==> config.mk <==
export PLATFORM = sky130hd
export DESIGN_NAME = sensor_rising_edge_scanner
export DESIGN_NICKNAME = d
export VERILOG_FILES = /design/src/rtl/sres_pkg.sv /design/src/rtl/sres_scan.sv /design/src/rtl/sensor_rising_edge_scanner.sv
export SDC_FILE = /design/constraint.sdc
export NUM_CORES = 1
export LEC_CHECK = 0
export BUFFER_PORTS_ARGS = -buffer_cell sky130_fd_sc_hd__buf_2
export CORE_UTILIZATION = 40
export CTS_CLUSTER_DIAMETER = 150
export CTS_CLUSTER_SIZE = 25
export DETAILED_ROUTE_END_ITERATION = 8
export SETUP_SLACK_MARGIN = 0.5
export SLEW_MARGIN = 20
export SYNTH_ARGS = -nofsm -noshare
export SYNTH_HDL_FRONTEND = slang
export SYNTH_SLANG_ARGS = --single-unit
==> constraint.sdc <==
create_clock -name clk -period 4.95 [get_ports clk]
set_clock_uncertainty 0.1 [all_clocks]
set_input_delay 0.2475 -clock clk [delete_from_list [all_inputs] [get_ports clk]]
set_output_delay 0.2475 -clock clk [all_outputs]
set_load 0.02 [all_outputs]
==> src/rtl/sres_pkg.sv <==
// Shared constants and types for the sensor rising-edge scanner.
// No dependencies; imported by sres_scan and sensor_rising_edge_scanner.
package sres_pkg;

    localparam int WORD_BITS     = 16;
    localparam int POS_W         = 4;
    localparam int BANK_IDX_W    = 3;
    localparam int SENSOR_W      = 5;
    localparam int NUM_BANKS_DEF = 5;

    // Work handed from the bank store to the bit scanner.
    typedef struct packed {
        logic [WORD_BITS-1:0]  rising;
        logic [BANK_IDX_W-1:0] bank;
    } scan_load_t;

endpackage

==> src/rtl/sres_scan.sv <==
// Bit-serial scanner: walks a rising-bit mask one bit per cycle unless stalled, LSB first,
// and emits one event per set bit through an output register. Uses sres_pkg.
module sres_scan
    import sres_pkg::*;
(
    input  logic                  clk,
    input  logic                  rst_n,
    input  logic                  load,
    input  scan_load_t            load_data,
    output logic                  busy,
    output logic                  out_valid,
    input  logic                  out_ready,
    output logic [BANK_IDX_W-1:0] bank_index,
    output logic [SENSOR_W-1:0]   sensor_number,
    output logic                  last_event
);

    localparam logic ST_IDLE = 1'b0;
    localparam logic ST_SCAN = 1'b1;

    logic                  state_reg, state_next;
    logic [WORD_BITS-1:0]  shift_reg, shift_next;
    logic [POS_W-1:0]      pos_reg, pos_next;
    logic [BANK_IDX_W-1:0] bank_reg, bank_next;
    logic                  out_valid_reg, out_valid_next;
    logic [BANK_IDX_W-1:0] out_bank_reg, out_bank_next;
    logic [SENSOR_W-1:0]   out_num_reg, out_num_next;
    logic                  out_last_reg, out_last_next;

    logic                  stall;
    logic                  emit;
    logic [WORD_BITS-1:0]  shifted;

    assign shifted = shift_reg >> 1;
    // Hold the scan while a set bit waits for a free output slot.
    assign stall   = shift_reg[0] && out_valid_reg && !out_ready;
    assign emit    = (state_reg == ST_SCAN) && shift_reg[0] && !stall;

    always_comb
    begin
        state_next     = state_reg;
        shift_next     = shift_reg;
        pos_next       = pos_reg;
        bank_next      = bank_reg;
        out_valid_next = out_valid_reg && !out_ready;
        out_bank_next  = out_bank_reg;
        out_num_next   = out_num_reg;
        out_last_next  = out_last_reg;
        unique case (state_reg)
            ST_IDLE:
            begin
                if (load)
                begin
                    shift_next = load_data.rising;
                    pos_next   = '0;
                    bank_next  = load_data.bank;
                    state_next = (load_data.rising != '0) ? ST_SCAN : ST_IDLE;
                end
            end
            ST_SCAN:
            begin
                if (!stall)
                begin
                    shift_next = shifted;
                    pos_next   = pos_reg + 1'b1;
                    if (shifted == '0)
                        state_next = ST_IDLE;
                end
                if (emit)
                begin
                    out_valid_next = 1'b1;
                    out_bank_next  = bank_reg;
                    out_num_next   = SENSOR_W'(WORD_BITS) - {1'b0, pos_reg};
                    out_last_next  = (shifted == '0);
                end
            end
            default:
            begin
                state_next = ST_IDLE;
            end
        endcase
    end

    always_ff @(posedge clk or negedge rst_n)
    begin
        if (!rst_n)
        begin
            state_reg     <= ST_IDLE;
            shift_reg     <= '0;
            pos_reg       <= '0;
            out_valid_reg <= 1'b0;
        end
        else
        begin
            state_reg     <= state_next;
            shift_reg     <= shift_next;
            pos_reg       <= pos_next;
            out_valid_reg <= out_valid_next;
        end
    end

    always_ff @(posedge clk)
    begin
        bank_reg     <= bank_next;
        out_bank_reg <= out_bank_next;
        out_num_reg  <= out_num_next;
        out_last_reg <= out_last_next;
    end

    assign busy          = (state_reg == ST_SCAN);
    assign out_valid     = out_valid_reg;
    assign bank_index    = out_bank_reg;
    assign sensor_number = out_num_reg;
    assign last_event    = out_last_reg;

    a_scan_has_bits: assert property (@(posedge clk) disable iff (!rst_n)
        (state_reg == ST_SCAN) == (shift_reg != '0))
        else $error("scan state and remaining mask disagree");

    a_last_ends_scan: assert property (@(posedge clk) disable iff (!rst_n)
        (emit && (shifted == '0)) |=> (state_reg == ST_IDLE))
        else $error("scan continued after last event");

    a_no_overwrite: assert property (@(posedge clk) disable iff (!rst_n)
        (out_valid_reg && !out_ready) |=> (out_valid_reg && $stable(out_num_reg)))
        else $error("pending event overwritten");

endmodule

==> src/rtl/sensor_rising_edge_scanner.sv <==
// Top level of the sensor rising-edge scanner: per-bank word store, bank
// pointer and armed register. Uses sres_pkg and sres_scan.
//
// Usage: each item on the input channel (in_valid/in_ready, sensor_word)
// is one 16-bit sensor word for the bank the internal pointer selects;
// the pointer steps through banks 0..NUM_BANKS-1 and wraps. Every bit that
// rose since that bank's previous word yields one item on the output
// channel (out_valid/out_ready): bank_index, sensor_number = 16 - bit
// position, lowest bit first, last_event set on the final one.
// armed is written through armed_wr_en/armed_wr_data; while it is 0 input
// items are accepted and dropped with no change of state.
// Throughput: the bit scanner shifts the mask one bit a cycle while the
// output register is free or the current bit is clear, scanning every
// bit up to and including the word's highest rising bit; each event is
// held in the output register while it is presented. A word with no
// rising bit starts no scan. in_ready is low while a scan is running, so
// a new word is not taken until the scan of the last one is done.
// Reset clears all stored words, the pointer and armed. When the receiver
// stalls, the scan holds at the next set bit and resumes when the output
// register drains.
module sensor_rising_edge_scanner
    import sres_pkg::*;
#(
    parameter int NUM_BANKS = NUM_BANKS_DEF
)
(
    input  logic                  clk,
    input  logic                  rst_n,
    input  logic                  armed_wr_en,
    input  logic                  armed_wr_data,
    input  logic                  in_valid,
    output logic                  in_ready,
    input  logic [WORD_BITS-1:0]  sensor_word,
    output logic                  out_valid,
    input  logic                  out_ready,
    output logic [BANK_IDX_W-1:0] bank_index,
    output logic [SENSOR_W-1:0]   sensor_number,
    output logic                  last_event
);

    localparam int PTR_W = (NUM_BANKS > 1) ? $clog2(NUM_BANKS) : 1;
    localparam logic [PTR_W-1:0] PTR_LAST = PTR_W'(NUM_BANKS - 1);

    logic                  armed_reg;
    logic [PTR_W-1:0]      ptr_reg, ptr_next;
    logic [WORD_BITS-1:0]  prev_reg [NUM_BANKS];
    logic                  busy;
    logic                  accept;
    logic                  take;
    scan_load_t            load_data;
    logic [BANK_IDX_W+PTR_W-1:0] bank_wide;

    assign in_ready = !busy;
    assign accept   = in_valid && in_ready;
    // Drop the item when not armed.
    assign take     = accept && armed_reg;

    assign bank_wide = {{BANK_IDX_W{1'b0}}, ptr_reg};
    assign ptr_next  = (ptr_reg == PTR_LAST) ? '0 : ptr_reg + 1'b1;

    assign load_data.rising = sensor_word & ~prev_reg[ptr_reg];
    assign load_data.bank   = bank_wide[BANK_IDX_W-1:0];

    always_ff @(posedge clk or negedge rst_n)
    begin
        if (!rst_n)
        begin
            armed_reg <= 1'b0;
            ptr_reg   <= '0;
            for (int i = 0; i < NUM_BANKS; i++)
                prev_reg[i] <= '0;
        end
        else
        begin
            if (armed_wr_en)
                armed_reg <= armed_wr_data;
            if (take)
            begin
                prev_reg[ptr_reg] <= sensor_word;
                ptr_reg           <= ptr_next;
            end
        end
    end

    sres_scan u_scan (
        .clk           (clk),
        .rst_n         (rst_n),
        .load          (take),
        .load_data     (load_data),
        .busy          (busy),
        .out_valid     (out_valid),
        .out_ready     (out_ready),
        .bank_index    (bank_index),
        .sensor_number (sensor_number),
        .last_event    (last_event)
    );

    a_ptr_range: assert property (@(posedge clk) disable iff (!rst_n)
        ptr_reg <= PTR_LAST)
        else $error("bank pointer out of range");

    a_unarmed_holds: assert property (@(posedge clk) disable iff (!rst_n)
        (accept && !armed_reg) |=> ($stable(ptr_reg) && !busy))
        else $error("unarmed item changed state");

    a_ptr_advance: assert property (@(posedge clk) disable iff (!rst_n)
        take |=> (ptr_reg == $past(ptr_next)))
        else $error("bank pointer did not advance");

endmodule

==> Word level (Yosys, flattened, before mapping) <==
Index checks and enable logic that the tools add are counted.
{ "totals": {"regBits": 118, "output_inout_bits": 11, "word_cells": 63, "in_bits": 22} }
{ "op_classes": {"bitwise": 4, "n_reduce_logical": 16, "addsub": 3, "n_mux": 20, "n_eq_ne": 3, "order_cmp": 2} }
{ "ops": {"columns": ["op", "n"], "rows": [
  ["$bwmux 80", 1],
  ["$mux 16", 5],
  ["$bmux 16 s3", 1],
  ["$demux 16 s3", 1],
  ["$pmux 16 s2", 1],
  ["$and 16x16->16", 1],
  ["$logic_not 16->1", 1],
  ["$not 16->16", 1],
  ["$reduce_bool 16->1", 1],
  ["$logic_and 1x1->1", 8],
  ["$mux 4", 2],
  ["$pmux 4 s2", 1],
  ["$mux 1", 6],
  ["$reduce_and 2->1", 3],
  ["$sub 5x4->5 const A", 1],
  ["$add 4x1->4 const B", 1],
  ["$ge 4x4->1 const B", 1],
  ["$lt 4x1->1 const B", 1],
  ["$ne 2x2->1 const B", 2],
  ["$not 3->4", 1],
  ["$add 3x1->3 const B", 1],
  ["$eq 3x3->1 const B", 1],
  ["$logic_not 1->1", 3],
  ["$mux 3", 1],
  ["2 further kinds", 2]
]} }

==> Depth between registers and ports, before layout <==
{ "logic_depth": {"depth_word": 10, "ltp_mapped": 9, "ltp_nobuf": 7} }

==> Cells and area by module <==
A second synthesis with hierarchy kept.
{ "hier_totals": {"hier_cells": 444, "hier_area_um2": 5679.2} }
{ "by_module_without_submodules": {"columns": ["module", "seq_area_each_um2", "n_inst", "area_each_um2", "cells_per_inst"], "rows": [
  ["sensor_rising_edge_scanner", 2102.0, 1, 4126.5, 316],
  ["sres_scan", 910.9, 1, 1552.7, 128]
]} }

==> Worst setup path after synthesis <==
No wires, ideal clock.
{ "synth_path": {"kind": "reg2reg", "startpoint": "register u_scan.state_reg (netlist: u_scan.busy)", "endpoint": "register prev_reg[54] in the netlist's numbering", "path_buffers": 3, "path_slack_ns": 3.059, "synth_period_minus_slack_ns": 1.891, "setup_time_ns": 0.125, "t_arrival_ns": 1.666, "path_stages_with_launch": 8, "required_time_ns": 4.725, "cell_sequence": "dfrtp_1 -> buf_6 -> inv_4 -> nand3_2 -> or3_1 -> buf_2 -> buf_6 -> mux2_4"} }
{ "synth_between": {"elab_chain_cells": 3} }
{ "synth_lines": {"columns": ["element", "line", "rtl"], "rows": [
  ["start, declared", "sres_scan.sv:21", "logic state_reg, state_next;"],
  ["start signal, assigned", "sres_scan.sv:95", "state_reg <= state_next;"],
  ["$logic_not 1->1", "sensor_rising_edge_scanner.sv:53", "assign in_ready = !busy;"],
  ["via in_ready", "sensor_rising_edge_scanner.sv:32", "output logic in_ready,"],
  ["$logic_and 1x1->1", "sensor_rising_edge_scanner.sv:54", "assign accept = in_valid && in_ready;"],
  ["$logic_and 1x1->1", "sensor_rising_edge_scanner.sv:56", "assign take = accept && armed_reg;"],
  ["end signal, assigned by index", "sensor_rising_edge_scanner.sv:79", "prev_reg[ptr_reg] <= sensor_word;"],
  ["end, declared", "sensor_rising_edge_scanner.sv:46", "logic [WORD_BITS-1:0] prev_reg [NUM_BANKS];"]
]} }
The timed path passes the listed nets, and every way through them passes these cells.
A chain may end at the register's enable or synchronous reset.

==> Worst setup path after layout <==
{ "layout_path": {"startpoint": "register ptr_reg[1]", "endpoint": "register prev_reg[30] in the netlist's numbering"} }
{ "layout_between": {"elab_chain_cells": 6, "elab_cells_between_ends": 7, "classes_between": "2 x order compare; 3 x mux; 1 x bitwise; 1 x reduce/logical"} }
{ "layout_lines": {"columns": ["element", "line", "rtl"], "rows": [
  ["start, declared", "sensor_rising_edge_scanner.sv:45", "logic [PTR_W-1:0] ptr_reg, ptr_next;"],
  ["start signal, assigned", "sensor_rising_edge_scanner.sv:80", "ptr_reg <= ptr_next;"],
  ["$not 3->4 (implied by the code) (*)", "sensor_rising_edge_scanner.sv:79", null],
  ["$ge 4x4->1 (implied by the code) / $lt 4x1->1 (equally long branches)", "sensor_rising_edge_scanner.sv:79", null],
  ["$logic_and 1x1->1 (implied by the code)", "sensor_rising_edge_scanner.sv:79", null],
  ["$mux 16 (implied by the code)", "sensor_rising_edge_scanner.sv:79", null],
  ["$demux 16 s3 (*)", "sensor_rising_edge_scanner.sv:79", null],
  ["$bwmux 80 (*)", "sensor_rising_edge_scanner.sv:79", null]
]} }
Mark *: on every way between the ends. The rest lies on a longest branch, timed or not.

==> results.ini <==
[timing]
fmax_mhz=328.8
hold_viol=0
finalCriticalPeriod_ps=3042
slew_headroom_pct=28.85
fin_crit_sh_pct=61.45
fin_hold_ws_ps=48.78
setup_viol=0
slew_viol_final=0
tightestPinTransition_ps=1067
fin_setup_tns_ps=0
grt_setup_unrepaired=false

[die]
initial_utilization_pct=41.18
die_area_sq_um=14100
num_rows=42
pin_count=33
fp.dieW_um=118.8
core_area_sq_um=13240
die_h_um=118.8

[final_layout]
drive_gt1_share_pct=32.91
largest_reg_flops=80
fillers=1205
num-nets-final=487
area_growth_pct=16.75
regArea_sq_um=3013
multi_input_area_sq_um=2225
num_antenna_cells=0

[synth]
async_flop_share_pct=89.83
synth.top_cell.area_share_pct=48.65
syn_area_sq_um=5453
synth_edf_count=12
synth_top_area_cell=dfrtp_1
synth.distinct_cells=52
synth_area_leaders=dfrtp_1 49%, mux2_2 15%, edfxtp_1 6.6%
synthFlopType=dfrtp_1
ys_ff_latch=118
synth_nets=454
ys_seq_area_share_pct=55.25
synth_cells=428
avgSynthCellArea_sq_um=12.74
yosysWarnings=0

[route]
vias=3498
ant_nets=0
wl_mm=11.74
wire_per_inst_um=18.06
first_iter_violations=188
vias_per_cell=5.382
drcViolationCount=0
detail_route.first_pass.iterations=4

[flow_run]
drv_cap=0

[worst_setup_path]
crit_fanout=25
crit_family=simple AND/OR/NAND/NOR gates
slowest_stage=dfrtp_1
crit_required_ps=5150
critPathBufInv=0
crit_arrival_ps=3240
crit_type=reg -> reg
start_kind=flip-flop
end_kind=flip-flop
worst_path_largest_cell_delay_ps=930
crit_path_cell_trace=and3b_1 -> and2_1 -> mux2_2

[global_route]
grt_pass1_vias=3644
overflow=0
track_usage_pct=18.40
antenna_found_initial=0
grt_pass1_wl_mm=19.40
grt_max_degree=58

[power]
leakage_nw=2.903
powerDensity_nw_per_um2=680.4
ir_drop_mv=0.3248

[clock_tree]
clock_sinks=118
clockBufferDepth=2
cts_resized=0
clk_pin_slew_worst_paths_ps=60
cts_tree=built
clk_latency_ps=410
cts-root-buf=clkbuf_16
htreeDepth=4
cts_made_buffers=17

[run_status]
status=finished clean

[placed_design]
place_hpwl_mm=7.554
gp_congestion=0.7852
io_buffers=32

[min_path]
hold_path.class=in -> reg

## synth_stat cells, types with 2 or more instances
master,number
dfrtp_1,106
o22ai_1,2
mux2_4,10
o21ai_0,19
clkinv_1,2
and2b_1,2
a22oi_1,13
xor2_1,2
nand2b_1,2
clkbuf_1,6
nand4_1,3
a31oi_1,9
o211ai_1,11
nor2_1,25
nor4_1,4
nor3_1,4
buf_6,10
xnor2_1,2
inv_1,4
nand2_1,26
a21oi_1,19
edfxtp_1,12
mux2i_1,16
and3b_1,5
ha_1,4
nand3_1,2
mux2_1,2
mux2_2,75
buf_2,8
## per-stage QoR
stage               instances  setup WS [ps]  power [mW]  cell area [sq um]  util [%]
floorplan                 428           3059       2.666               5453         -
detailed placement        615           1940       2.971               5683     42.91
global route              650           1702       4.600               6366     48.07
finish                    650           1908       4.331               6366     48.07
CTS                       650           1919       4.359               6366     48.07
global placement          615           2008       2.922               5683     42.91
## repair_timing
action / in CTS / in global routing
hold buffers: 3 / 0
endpoints found under the hold margin: 57 / 0
buffers inserted: 0 / 0
## layout by cell type, fill, tap and decap left out, types with 4 or more instances in the layout
master and instances:
nand2_1 26, a21oi_1 19, dfrtp_1 106, nor4_1 4, edfxtp_1 12, inv_1 4, ha_1 4, clkbuf_16 17
bufinv_16 6, clkinv_1 4, a22oi_1 13, mux2_2 75, o21ai_0 19, a31oi_1 9, and3b_1 5, mux2_4 10
nor2_1 25, o211ai_1 11, mux2i_1 16, buf_4 5, buf_2 31, nor3_1 4
## per-layer routing
metal | share of wire, % | up-vias | GRT usage [%]
li1 | - | 1627 | -
met1 | 46 | 1771 | 24.77
met2 | 47 | 84 | 28.25
met3 | 4.4 | 16 | 4.585
met4 | 1.8 | 0 | 7.674
met5 | 0 | - | 0
## path summary, 6_finish.rpt
check                      depth (start not counted)                    to               start  slack (ps)
setup / recovery                                   3          prev_reg[30]          ptr_reg[1]        1910
hold / removal                                     2          prev_reg[35]      sensor_word[3]          50
setup reg to reg                                   3          prev_reg[30]          ptr_reg[1]        1910
hold reg to reg                                    0  u_scan.bank_index[2]  u_scan.bank_reg[2]         320
max in group asynchronous                          3          prev_reg[61]               rst_n        3250
min in group asynchronous                          2     u_scan.pos_reg[2]               rst_n         350
## logic make-up (layout without fill, tap and decap cells)
logic type	after synthesis	in the layout	share of synthesized area (%)
and+or+nand+nor	83	83	7.779
AOI/OAI and AO/OA	83	83	9.867
buffers and inverters	33	79	3.947
adders and majority gates	4	4	0.9179
DFF	118	118	55.25
xor gates and xnor gates	4	4	0.6426
muxes	103	103	21.59
## power by group
part / switching [mW] / total, mW / internal (mW)
clock network: 0.421 / 1.37 / 0.950
logic: 0.588 / 1.19 / 0.600
registers: 0.341 / 1.77 / 1.43
## cell type report
cell class / count / share of cell area [%]
sequential: 118 / 47.33
tap: 176 / 3.459
clock buffer: 21 / 7.075
clock inverter: 11 / 3.184
timing repair buffer: 39 / 3.498
inverter: 8 / 0.5110
multi-input combinational: 277 / 34.94
Note: power is estimated with default switching activity, not from simulation.
